## config.mk

```make
export PLATFORM = sky130hd
export DESIGN_NAME = point_in_polygon_winding
export DESIGN_NICKNAME = d
export VERILOG_FILES = /design/src/design/piw_pkg.sv /design/src/design/piw_front.sv /design/src/design/piw_queue.sv /design/src/design/piw_back.sv /design/src/design/point_in_polygon_winding.sv
export SDC_FILE = /design/constraint.sdc
export NUM_CORES = 2
export LEC_CHECK = 0
export BUFFER_PORTS_ARGS = -buffer_cell sky130_fd_sc_hd__buf_2
export CORE_MARGIN = 3
export CORE_UTILIZATION = 45
export CTS_CLUSTER_DIAMETER = 200
export DETAILED_ROUTE_END_ITERATION = 6
export PLACE_DENSITY_LB_ADDON = 0.3
export RECOVER_POWER = 50
export SLEW_MARGIN = 10
export SYNTH_ARGS = -nofsm -noshare
export SYNTH_HDL_FRONTEND = slang
export SYNTH_SLANG_ARGS = --single-unit
```

## constraint.sdc

```tcl
create_clock -name aclk -period 16.44 [get_ports aclk]
set_input_delay 4.932 -clock aclk [delete_from_list [all_inputs] [get_ports aclk]]
set_output_delay 4.932 -clock aclk [all_outputs]
set_load 0.01 [all_outputs]
```

## src/design/piw_pkg.sv

```systemverilog
package piw_pkg;

    localparam int COORD_BITS   = 16;
    localparam int REL_BITS     = COORD_BITS + 1;
    localparam int PROD_BITS    = 2 * REL_BITS;
    localparam int WIND_BITS    = 13;
    localparam int WIND_LIMIT   = 2048;
    localparam int S_TDATA_BITS = 4 * COORD_BITS;
    localparam int M_TDATA_BITS = 16;
    localparam int QUEUE_DEPTH  = 4;
    localparam int QPTR_BITS    = $clog2(QUEUE_DEPTH);
    localparam int QCNT_BITS    = $clog2(QUEUE_DEPTH + 1);

    typedef logic [1:0] quad_t;
    typedef logic signed [REL_BITS-1:0] rel_t;
    typedef logic signed [WIND_BITS-1:0] wind_t;

    // quadrant by {y < 0, x < 0}
    localparam quad_t QUAD_OF [2][2] = '{'{2'd0, 2'd1}, '{2'd3, 2'd2}};

    localparam logic signed [2:0] D_NEG3 = -3'sd3;
    localparam logic signed [2:0] D_NEG2 = -3'sd2;
    localparam logic signed [2:0] D_POS2 = 3'sd2;
    localparam logic signed [2:0] D_POS3 = 3'sd3;

    typedef enum logic [2:0] {
        EDGE_NONE,
        EDGE_INC,
        EDGE_DEC,
        EDGE_INC_GE,
        EDGE_DEC_LT
    } edge_kind_t;

    typedef struct packed {
        rel_t       prev_x;
        rel_t       prev_y;
        rel_t       cur_x;
        rel_t       cur_y;
        rel_t       first_x;
        rel_t       first_y;
        edge_kind_t kind_in;
        edge_kind_t kind_close;
        logic       first;
        logic       last;
    } vtx_req_t;

    function automatic quad_t quadrant(input rel_t x, input rel_t y);
        return QUAD_OF[y[REL_BITS-1]][x[REL_BITS-1]];
    endfunction

    function automatic edge_kind_t classify(input quad_t pq, input quad_t cq);
        logic signed [2:0] d;
        edge_kind_t k;
        d = $signed({1'b0, cq}) - $signed({1'b0, pq});
        case (d)
            D_NEG3:  k = EDGE_INC;
            D_POS3:  k = EDGE_DEC;
            D_NEG2:  k = EDGE_INC_GE;
            D_POS2:  k = EDGE_DEC_LT;
            default: k = EDGE_NONE;
        endcase
        return k;
    endfunction

    function automatic wind_t wind_step(input wind_t w, input edge_kind_t k, input logic ge);
        logic inc;
        logic dec;
        wind_t r;
        inc = (k == EDGE_INC) || ((k == EDGE_INC_GE) && ge);
        dec = (k == EDGE_DEC) || ((k == EDGE_DEC_LT) && !ge);
        r = w;
        if (inc && (w != wind_t'(WIND_LIMIT))) begin
            r = w + wind_t'(1);
        end else if (dec && (w != -wind_t'(WIND_LIMIT))) begin
            r = w - wind_t'(1);
        end
        return r;
    endfunction

endpackage

```

## src/design/piw_front.sv

```systemverilog
module piw_front (
    input  logic                          aclk,
    input  logic                          aresetn,
    input  logic                          acc,
    input  logic [piw_pkg::S_TDATA_BITS-1:0] tdata,
    input  logic                          tlast,
    output piw_pkg::vtx_req_t             req
);

    logic                        in_progress_reg;
    logic [piw_pkg::COORD_BITS-1:0] held_x_reg, held_y_reg;
    piw_pkg::rel_t               first_x_reg, first_y_reg, prev_x_reg, prev_y_reg;
    piw_pkg::quad_t              first_q_reg, prev_q_reg;

    logic [piw_pkg::COORD_BITS-1:0] pt_x, pt_y, vx, vy;
    piw_pkg::rel_t               rx, ry, fx, fy;
    piw_pkg::quad_t              q, fq;

    localparam int CB = piw_pkg::COORD_BITS;

    always_comb begin
        pt_x = in_progress_reg ? held_x_reg : tdata[CB-1:0];
        pt_y = in_progress_reg ? held_y_reg : tdata[2*CB-1:CB];
        vx   = tdata[3*CB-1:2*CB];
        vy   = tdata[4*CB-1:3*CB];
        rx   = $signed({vx[CB-1], vx}) - $signed({pt_x[CB-1], pt_x});
        ry   = $signed({vy[CB-1], vy}) - $signed({pt_y[CB-1], pt_y});
        q    = piw_pkg::quadrant(rx, ry);
        fx   = in_progress_reg ? first_x_reg : rx;
        fy   = in_progress_reg ? first_y_reg : ry;
        fq   = in_progress_reg ? first_q_reg : q;

        req.prev_x     = prev_x_reg;
        req.prev_y     = prev_y_reg;
        req.cur_x      = rx;
        req.cur_y      = ry;
        req.first_x    = fx;
        req.first_y    = fy;
        req.kind_in    = piw_pkg::classify(prev_q_reg, q);
        req.kind_close = piw_pkg::classify(q, fq);
        req.first      = !in_progress_reg;
        req.last       = tlast;
    end

    always_ff @(posedge aclk) begin
        if (!aresetn) begin
            in_progress_reg <= 1'b0;
        end else if (acc) begin
            in_progress_reg <= !tlast;
        end
    end

    always_ff @(posedge aclk) begin
        if (acc) begin
            held_x_reg  <= pt_x;
            held_y_reg  <= pt_y;
            first_x_reg <= fx;
            first_y_reg <= fy;
            first_q_reg <= fq;
            prev_x_reg  <= rx;
            prev_y_reg  <= ry;
            prev_q_reg  <= q;
        end
    end

endmodule

```

## src/design/piw_queue.sv

```systemverilog
module piw_queue (
    input  logic              aclk,
    input  logic              aresetn,
    input  logic              push,
    input  piw_pkg::vtx_req_t push_req,
    output logic              full,
    input  logic              pop,
    output logic              empty,
    output piw_pkg::vtx_req_t head
);

    piw_pkg::vtx_req_t mem_reg [piw_pkg::QUEUE_DEPTH];
    logic [piw_pkg::QPTR_BITS-1:0] wr_ptr_reg, rd_ptr_reg;
    logic [piw_pkg::QCNT_BITS-1:0] count_reg, count_next;

    assign full  = count_reg == piw_pkg::QCNT_BITS'(piw_pkg::QUEUE_DEPTH);
    assign empty = count_reg == '0;
    assign head  = mem_reg[rd_ptr_reg];

    always_comb begin
        count_next = count_reg;
        if (push && !pop) begin
            count_next = count_reg + 1'b1;
        end else if (pop && !push) begin
            count_next = count_reg - 1'b1;
        end
    end

    always_ff @(posedge aclk) begin
        if (!aresetn) begin
            wr_ptr_reg <= '0;
            rd_ptr_reg <= '0;
            count_reg  <= '0;
        end else begin
            count_reg <= count_next;
            if (push) begin
                wr_ptr_reg <= wr_ptr_reg + 1'b1;
            end
            if (pop) begin
                rd_ptr_reg <= rd_ptr_reg + 1'b1;
            end
        end
    end

    always_ff @(posedge aclk) begin
        if (push) begin
            mem_reg[wr_ptr_reg] <= push_req;
        end
    end

endmodule

```

## src/design/piw_back.sv

```systemverilog
module piw_back (
    input  logic                             aclk,
    input  logic                             aresetn,
    input  logic                             q_empty,
    input  piw_pkg::vtx_req_t                q_head,
    output logic                             q_pop,
    output logic                             m_tvalid,
    input  logic                             m_tready,
    output logic [piw_pkg::M_TDATA_BITS-1:0] m_tdata
);

    localparam int PB = piw_pkg::PROD_BITS;

    // stage A: cross products
    logic                        a_valid_reg;
    logic signed [PB-1:0]        in_l_reg, in_r_reg, cl_l_reg, cl_r_reg;
    piw_pkg::edge_kind_t         a_kind_in_reg, a_kind_close_reg;
    logic                        a_first_reg, a_last_reg;
    logic signed [PB-1:0]        in_l, in_r, cl_l, cl_r;

    // stage B: winding accumulation and result register
    piw_pkg::wind_t              winding_reg, winding_next;
    logic [1:0]                  tally_reg, tally_next;
    logic                        m_valid_reg;
    logic                        out_inside_reg, out_few_reg;
    piw_pkg::wind_t              out_wind_reg;
    piw_pkg::wind_t              w_in, w_close;
    logic                        out_free, b_go, a_ready, few;

    assign in_l = q_head.prev_x * q_head.cur_y;
    assign in_r = q_head.prev_y * q_head.cur_x;
    assign cl_l = q_head.cur_x * q_head.first_y;
    assign cl_r = q_head.cur_y * q_head.first_x;

    assign out_free = !m_valid_reg || m_tready;
    assign b_go     = a_valid_reg && (!a_last_reg || out_free);
    assign a_ready  = !a_valid_reg || b_go;
    assign q_pop    = !q_empty && a_ready;

    always_comb begin
        if (a_first_reg) begin
            w_in       = '0;
            tally_next = 2'd1;
        end else begin
            w_in       = piw_pkg::wind_step(winding_reg, a_kind_in_reg, in_l_reg >= in_r_reg);
            tally_next = (tally_reg == 2'd3) ? 2'd3 : tally_reg + 2'd1;
        end
        w_close      = piw_pkg::wind_step(w_in, a_kind_close_reg, cl_l_reg >= cl_r_reg);
        winding_next = a_last_reg ? w_close : w_in;
        few          = tally_next != 2'd3;
    end

    always_ff @(posedge aclk) begin
        if (!aresetn) begin
            a_valid_reg <= 1'b0;
            m_valid_reg <= 1'b0;
            winding_reg <= '0;
            tally_reg   <= '0;
        end else begin
            if (a_ready) begin
                a_valid_reg <= !q_empty;
            end
            if (b_go) begin
                winding_reg <= winding_next;
                tally_reg   <= tally_next;
            end
            if (b_go && a_last_reg) begin
                m_valid_reg <= 1'b1;
            end else if (m_tready) begin
                m_valid_reg <= 1'b0;
            end
        end
    end

    always_ff @(posedge aclk) begin
        if (q_pop) begin
            in_l_reg         <= in_l;
            in_r_reg         <= in_r;
            cl_l_reg         <= cl_l;
            cl_r_reg         <= cl_r;
            a_kind_in_reg    <= q_head.kind_in;
            a_kind_close_reg <= q_head.kind_close;
            a_first_reg      <= q_head.first;
            a_last_reg       <= q_head.last;
        end
        if (b_go && a_last_reg) begin
            out_few_reg    <= few;
            out_wind_reg   <= few ? '0 : w_close;
            out_inside_reg <= !few && (w_close != '0);
        end
    end

    assign m_tvalid = m_valid_reg;
    assign m_tdata  = {1'b0, out_few_reg, out_wind_reg, out_inside_reg};

endmodule

```

## src/design/point_in_polygon_winding.sv

```systemverilog
// Quadrant winding-number point-in-polygon test. Vertices stream in one per
// request; the test point is taken from the first vertex of each polygon and
// ignored afterwards, and tlast marks the closing vertex. One result leaves
// per polygon, after its last vertex. The block takes one vertex per cycle
// while the queue is not full; a result passes through the queue, then the
// cross-product stage, then the winding stage and result register. A 4-entry
// queue between the vertex front end and the product/winding back end lets
// input keep flowing while the result side is stalled: once a closing vertex
// waits behind an unaccepted result, up to 4 more vertices are taken before
// s_tready drops. Polygons with fewer than three vertices report
// too_few_vertices with inside 0 and a zero count; the count saturates at
// +/-2048.
module point_in_polygon_winding (
    input  logic                             aclk,
    input  logic                             aresetn,
    input  logic                             s_tvalid,
    output logic                             s_tready,
    // point_x, point_y, vertex_x, vertex_y
    input  logic [piw_pkg::S_TDATA_BITS-1:0] s_tdata,
    // last_vertex
    input  logic                             s_tlast,
    output logic                             m_tvalid,
    input  logic                             m_tready,
    // inside_res, winding_count, too_few_vertices, zero pad
    output logic [piw_pkg::M_TDATA_BITS-1:0] m_tdata
);

    piw_pkg::vtx_req_t fe_req, q_head;
    logic q_full, q_empty, q_pop, acc;

    assign s_tready = !q_full;
    assign acc      = s_tvalid && s_tready;

    piw_front u_front (
        .aclk    (aclk),
        .aresetn (aresetn),
        .acc     (acc),
        .tdata   (s_tdata),
        .tlast   (s_tlast),
        .req     (fe_req)
    );

    piw_queue u_queue (
        .aclk     (aclk),
        .aresetn  (aresetn),
        .push     (acc),
        .push_req (fe_req),
        .full     (q_full),
        .pop      (q_pop),
        .empty    (q_empty),
        .head     (q_head)
    );

    piw_back u_back (
        .aclk     (aclk),
        .aresetn  (aresetn),
        .q_empty  (q_empty),
        .q_head   (q_head),
        .q_pop    (q_pop),
        .m_tvalid (m_tvalid),
        .m_tready (m_tready),
        .m_tdata  (m_tdata)
    );

endmodule

```

Word-level counts from Yosys, hierarchy flattened
Memories as Yosys holds them, arrays and structs flattened. A register that Yosys moved wholly into a read port is not among the register bits.
Index checks and enable logic that the tools add are counted.
{"block": "word_totals", "regBits": 288, "ramBits": 440, "inputBits": 69, "out_inout_bits": 18, "mem_count": 1}
{"name": "u_queue.mem_reg", "depth": 4, "word_bits": 110, "read_ports": 1, "rd_clocked_by_memory_dff": 1, "wr": 1, "line_no": "piw_queue.sv:12", "text": "piw_pkg::vtx_req_t mem_reg [piw_pkg::QUEUE_DEPTH];"}
{"block": "classes", "add_sub_neg": 13, "multipliers": 4, "n_lt_le_gt_ge": 4, "eq_ne": 23, "muxes": 27, "bitwise": 2, "reduce_logical": 38}
{"operator": "$mul 17x17->34", "count": 4}
{"operator": "$mux 13", "count": 6}
{"operator": "$ge 34x34->1", "count": 2}
{"operator": "$mux 17", "count": 2}
{"operator": "$sub 16x16->17", "count": 2}
{"operator": "$mux 16", "count": 2}
{"operator": "$add 13x2->13 const B", "count": 2}
{"operator": "$ne 13x12->1 const B", "count": 2}
{"operator": "$ne 13x13->1 const B", "count": 2}
{"operator": "$sub 13x2->13 const B", "count": 2}
{"operator": "$eq 3x2->1 const B", "count": 8}
{"operator": "$pmux 3 s4", "count": 2}
{"operator": "$eq 3x3->1 const B", "count": 7}
{"operator": "$logic_and 1x1->1", "count": 15}
{"operator": "$mux 2", "count": 7}
{"operator": "$reduce_bool 13->1", "count": 1}
{"operator": "$logic_not 1->1", "count": 12}
{"operator": "$mux 4", "count": 2}
{"operator": "$logic_or 1x1->1", "count": 7}
{"operator": "$add 2x1->2 const B", "count": 3}
{"operator": "$eq 3x1->1 const B", "count": 2}
{"operator": "$mux 3", "count": 2}
{"operator": "$sub 2x2->3", "count": 2}
{"operator": "$ge 1x2->1 const B", "count": 2}
{"operator": "8 further kinds", "count": 13}

Depth between registers and ports, before layout
{"block": "depth", "word_depth": 14, "mapped_depth": 33}

Cells and area by module
Synthesis repeated with hierarchy kept, for this count alone.
{"block": "hier_totals", "hier_cells": 6599, "hier_area_um2": 74127.3}
{"module": "piw_back", "n_inst": 1, "cells_per_inst": 5428, "area_per_inst_um2": 51715.8, "seq_area_each_um2": 5114.9}
{"module": "piw_queue", "n_inst": 1, "cells_per_inst": 617, "area_per_inst_um2": 16321.9, "seq_area_each_um2": 13392.8}
{"module": "piw_front", "n_inst": 1, "cells_per_inst": 552, "area_per_inst_um2": 6079.6, "seq_area_each_um2": 3083.0}
{"module": "point_in_polygon_winding", "n_inst": 1, "cells_per_inst": 2, "area_per_inst_um2": 10.0, "seq_area_each_um2": 0.0}

Worst setup path after synthesis
Ideal clock, no wire load.
{"block": "synth_path", "kind": "input -> register", "startpoint": "input port m_tready", "endpoint": "register u_queue.count_reg[2] (netlist bit)", "setup_ns": 0.076, "arrival_ns": 10.097, "required_ns": 16.364, "path_slack_ns": 6.267, "stages": 9, "path_buffers": 0, "cell_sequence": "nor2b_1 > a31oi_1 > inv_1 > ha_1 > inv_1 > fa_1 > xor2_1 > or3_1 > a21boi_0"}
{"block": "synth_between", "elab_chain_cells": 8, "elab_cells_between_ends": 10}
{"item": "start: declaration", "line_no": "point_in_polygon_winding.sv:23", "text": "input logic m_tready,"}
{"item": "$logic_or 1x1->1 *", "line_no": "piw_back.sv:35", "text": "assign out_free = !m_valid_reg || m_tready;"}
{"item": "$logic_or 1x1->1 *", "line_no": "piw_back.sv:36", "text": "assign b_go = a_valid_reg && (!a_last_reg || out_free);"}
{"item": "$logic_and 1x1->1 *", "line_no": "piw_back.sv:36"}
{"item": "$logic_or 1x1->1 *", "line_no": "piw_back.sv:37", "text": "assign a_ready = !a_valid_reg || b_go;"}
{"item": "$logic_and 1x1->1 *", "line_no": "piw_back.sv:38", "text": "assign q_pop = !q_empty && a_ready;"}
{"item": "named net q_pop", "line_no": "point_in_polygon_winding.sv:29", "text": "logic q_full, q_empty, q_pop, acc;"}
{"item": "$logic_not 1->1", "line_no": "piw_queue.sv:22", "text": "if (push && !pop) begin"}
{"item": "$logic_and 1x1->1", "line_no": "piw_queue.sv:22"}
{"item": "$mux 3 or $reduce_bool 2->1 (tied branches)"}
{"item": "end signal: assignment", "line_no": "piw_queue.sv:35", "text": "count_reg <= count_next;"}
{"item": "end: declaration", "line_no": "piw_queue.sv:14", "text": "logic [piw_pkg::QCNT_BITS-1:0] count_reg, count_next;"}
Mark *: on every way through the listed nets, which the timed path passes. The rest lies on a longest branch.
A chain may end at the register's enable or synchronous reset.

==> flow_metrics.py <==
metrics = {
    "setup_path": {
        "path_common_cell": "inv_1",
        "highest_cell_delay_on_the_worst_timing_path_ps": 2490,
        "start_kind": "register",
        "timing.setup.critical_path_class": "register to register",
        "critical-path-top-delay-family": "adder cells",
        "crit_path_end_kind": "register",
        "timing.critical_path.buf_inv": 8,
        "cp.required_ps": 16820,
        "top_fanout_value_on_the_critical_path": 76,
        "timing.critical_path.slowest_stage_cell": "clkbuf_1",
        "arrival_ps": 11800,
    },
    "job": {
        "max-cap-violations": 15,
    },
    "die": {
        "placeable_core_region_um2": 91800,
        "placementRows": 111,
        "chipWidth_um": 311,
        "die_outline_area_um2": 96500,
        "fp.dieH_um": 311,
        "start_util_pct": 45.5,
        "io-pin-count": 87,
    },
    "cts": {
        "cts.sinks": 470,
        "clk_pin_slew_worst_paths_ps": 60,
        "tritoncts_clock_tree": "yes",
        "cts_made_buffers": 53,
        "clock_tree.buffer_depth": 3,
        "clockRootBuffer": "clkbuf_16",
        "post_cts_resize_count": 0,
        "worst_skew_pair.late_latency_ps": 650,
        "cts.hold.buffers_added": 0,
        "cts.htree.levels": 2,
        "cts_setup_buffers": 0,
    },
    "route": {
        "detail_route.drc_violations": 0,
        "drt-pass1-iter-count": 6,
        "detail_route_antenna_nets": 0,
        "viasPerCell": 5.26,
        "postRouteWirelength_um": 101000,
        "iteration_0_drc_count_of_the_detailed_router": 2139,
        "dr_total_vias": 27100,
        "routedWlPerCell_um": 19.6,
    },
    "hold_path": {
        "min_path_type": "register to register",
    },
    "run_status": {
        "run_status": "finished with violations",
        "failed_checks": "max-capacitance violations, max-slew violations",
    },
    "cells_and_area": {
        "flip_flop_count_of_the_largest_register_all_copies_and_words_added": 288,
        "ff_latch_area_um2": 13800,
        "n_diodes": 0,
        "multiInputGateArea_um2": 24700,
        "final_layout_size_suffix_gt1_share_pct": 7.77,
        "area_growth_pct": 8.46,
        "final_cell_count_no_fill": 5155,
        "num-fill-cells": 8304,
        "design.final.nets": 4773,
    },
    "sta": {
        "final_max_slew_viol_count": 673,
        "timing_worst_slew_pin_value_ps": 4530,
        "finalHoldViolCount": 0,
        "fin_setup_tns_ps": 0,
        "max_freq_mhz": 87.6,
        "slew-limit-headroom_pct": -202,
        "grt_setup_unrepaired": "no",
        "setup_viol": 0,
        "period_needed_ps": 11420,
        "share_of_the_clock_period_used_by_the_worst_path_pct": 69.5,
        "fin_skew_ps": 47.6,
    },
    "logic_synthesis": {
        "synth_enable_flop_cells": 443,
        "asyncSetResetFlopFracSynth_pct": 0,
        "netlist_instances": 3798,
        "postSynthRegisterBits": 470,
        "ys_top_cells_by_count": "722 x inv_1, 595 x fa_1, 443 x edfxtp_1",
        "synth-seq-area-share_pct": 33.2,
        "synthesis.yosys.warnings": 0,
        "synth_largest_area_cell": "edfxtp_1",
        "leading_post_synthesis_cells_by_cell_area": "edfxtp_1 32%, fa_1 29%, ha_1 7.3%, inv_1 6.5%, nand2_1 3.4%",
        "netlist-cell-type-count": 73,
        "syn_avg_cell_area_um2": 11.0,
        "synth.net_count": 4704,
        "synthFlopType": "edfxtp_1",
        "yosys.area.top_type_share_pct": 31.9,
        "synthesis.area_um2": 41700,
        "most_common_cell_in_the_synthesized_netlist": "inv_1",
    },
    "global_route": {
        "grt_pass1_wl_um": 162000,
        "gr-max-usage-layer": "met2",
        "antenna_found_initial": 2,
        "number_of_global_route_vias_before_repair": 28800,
        "gr-usage-met2_pct": 34.6,
        "global_route.overflow_total": 0,
        "gr-usage-met3_pct": 3.54,
        "grtUsageMet1_pct": 29.1,
        "grt_usage_pct": 21.4,
        "grt_start_max_net_pins": 77,
    },
    "place": {
        "place_inst": 5055,
        "port_buffer_count": 85,
        "dp_hpwl_um": 77500,
        "globalplace.congestion": 0.913,
    },
}
-- logic make-up (layout without fill, tap and decap cells) --
family	after synthesis	count (layout)	synth area share, %
compound gates	371	371	5.73
xor+xnor	100	100	2.10
fa+ha+maj	837	837	35.8
buf+inv	837	951	7.65
flops	470	470	33.2
mux	186	186	5.27
other cells	1	1	0.00898
simple gates	996	996	10.3
-- worst reg2reg max path: stages, from the launching register on --
cell and delay [ps]:
dfxtp_1 1180, clkbuf_1 2490, mux4_2 950, inv_1 290
nor2_1 100, fa_1 540, inv_1 50, fa_1 470
inv_1 50, fa_1 500, inv_1 60, fa_1 530
inv_1 50, fa_1 480, inv_1 50, fa_1 470
inv_1 40, ha_1 370, a21oi_1 230, nand2_1 80
a31o_2 230, nand2_1 60, o21ai_0 160, o41ai_1 610
o211ai_1 290, a21o_1 260, and4_1 210, nor3_1 370
-- metrics by stage --
step                setup slack (ps)  instance area (µm²)  hold WS, ps  util (%)
global route                    4130                45300          474      49.3
detailed placement              7550                43600          448      47.5
finish                          5020                45300          456      49.3
global placement                7630                43600          435      47.5
CTS                             7500                45400          454      49.4
floorplan                       6270                41700          423         -
-- layout by cell type (no fill, tap or decap), drive strengths merged, types with 26 or more instances in the layout --
cell type  netlist  final
inv            722    728
fa             595    595
edfxtp         443    443
nand2          381    381
nor2           379    379
ha             242    242
o21ai          117    117
buf             26     99
clkbuf          89     93
mux2i           88     88
mux2            79     79
a21oi           76     76
xnor2           74     74
and2            49     49
o21a            48     48
nor3            32     32
a21o            31     31
nand3           31     31
dfxtp           27     27
nor2b           26     26
xor2            26     26
-- per-layer routing --
layer  part of all wire (%)  vias to the layer above
li1                       -                    12400
met1                     43                    13600
met2                     46                      931
met3                    7.2                      200
met4                    4.1                        2
met5                  0.012                        -
-- final timing paths --
check                                        start  cells after the start                          endpoint  slack [ps]
setup / recovery                          register                     27     u_back.cl_r_reg[33]$_DFFE_PP_        5020
hold / removal    u_back.tally_reg[0]$_SDFFE_PN0P_                      1  u_back.tally_reg[0]$_SDFFE_PN0P_         460
setup reg to reg                          register                     27     u_back.cl_r_reg[33]$_DFFE_PP_        5020
hold reg to reg   u_back.tally_reg[0]$_SDFFE_PN0P_                      1  u_back.tally_reg[0]$_SDFFE_PN0P_         460
-- cell type report --
type                       instances  area share (%)
clock inverter                    37           0.890
tap                             1243            3.43
clock buffer                      63            3.01
timing repair buffer             129            1.52
inverter                         722            5.99
sequential                       470            30.6
multi-input combinational       2491            54.6
Power is not shown: default switching activity piles up to over one toggle a cycle in this logic, so the estimate is an artifact.
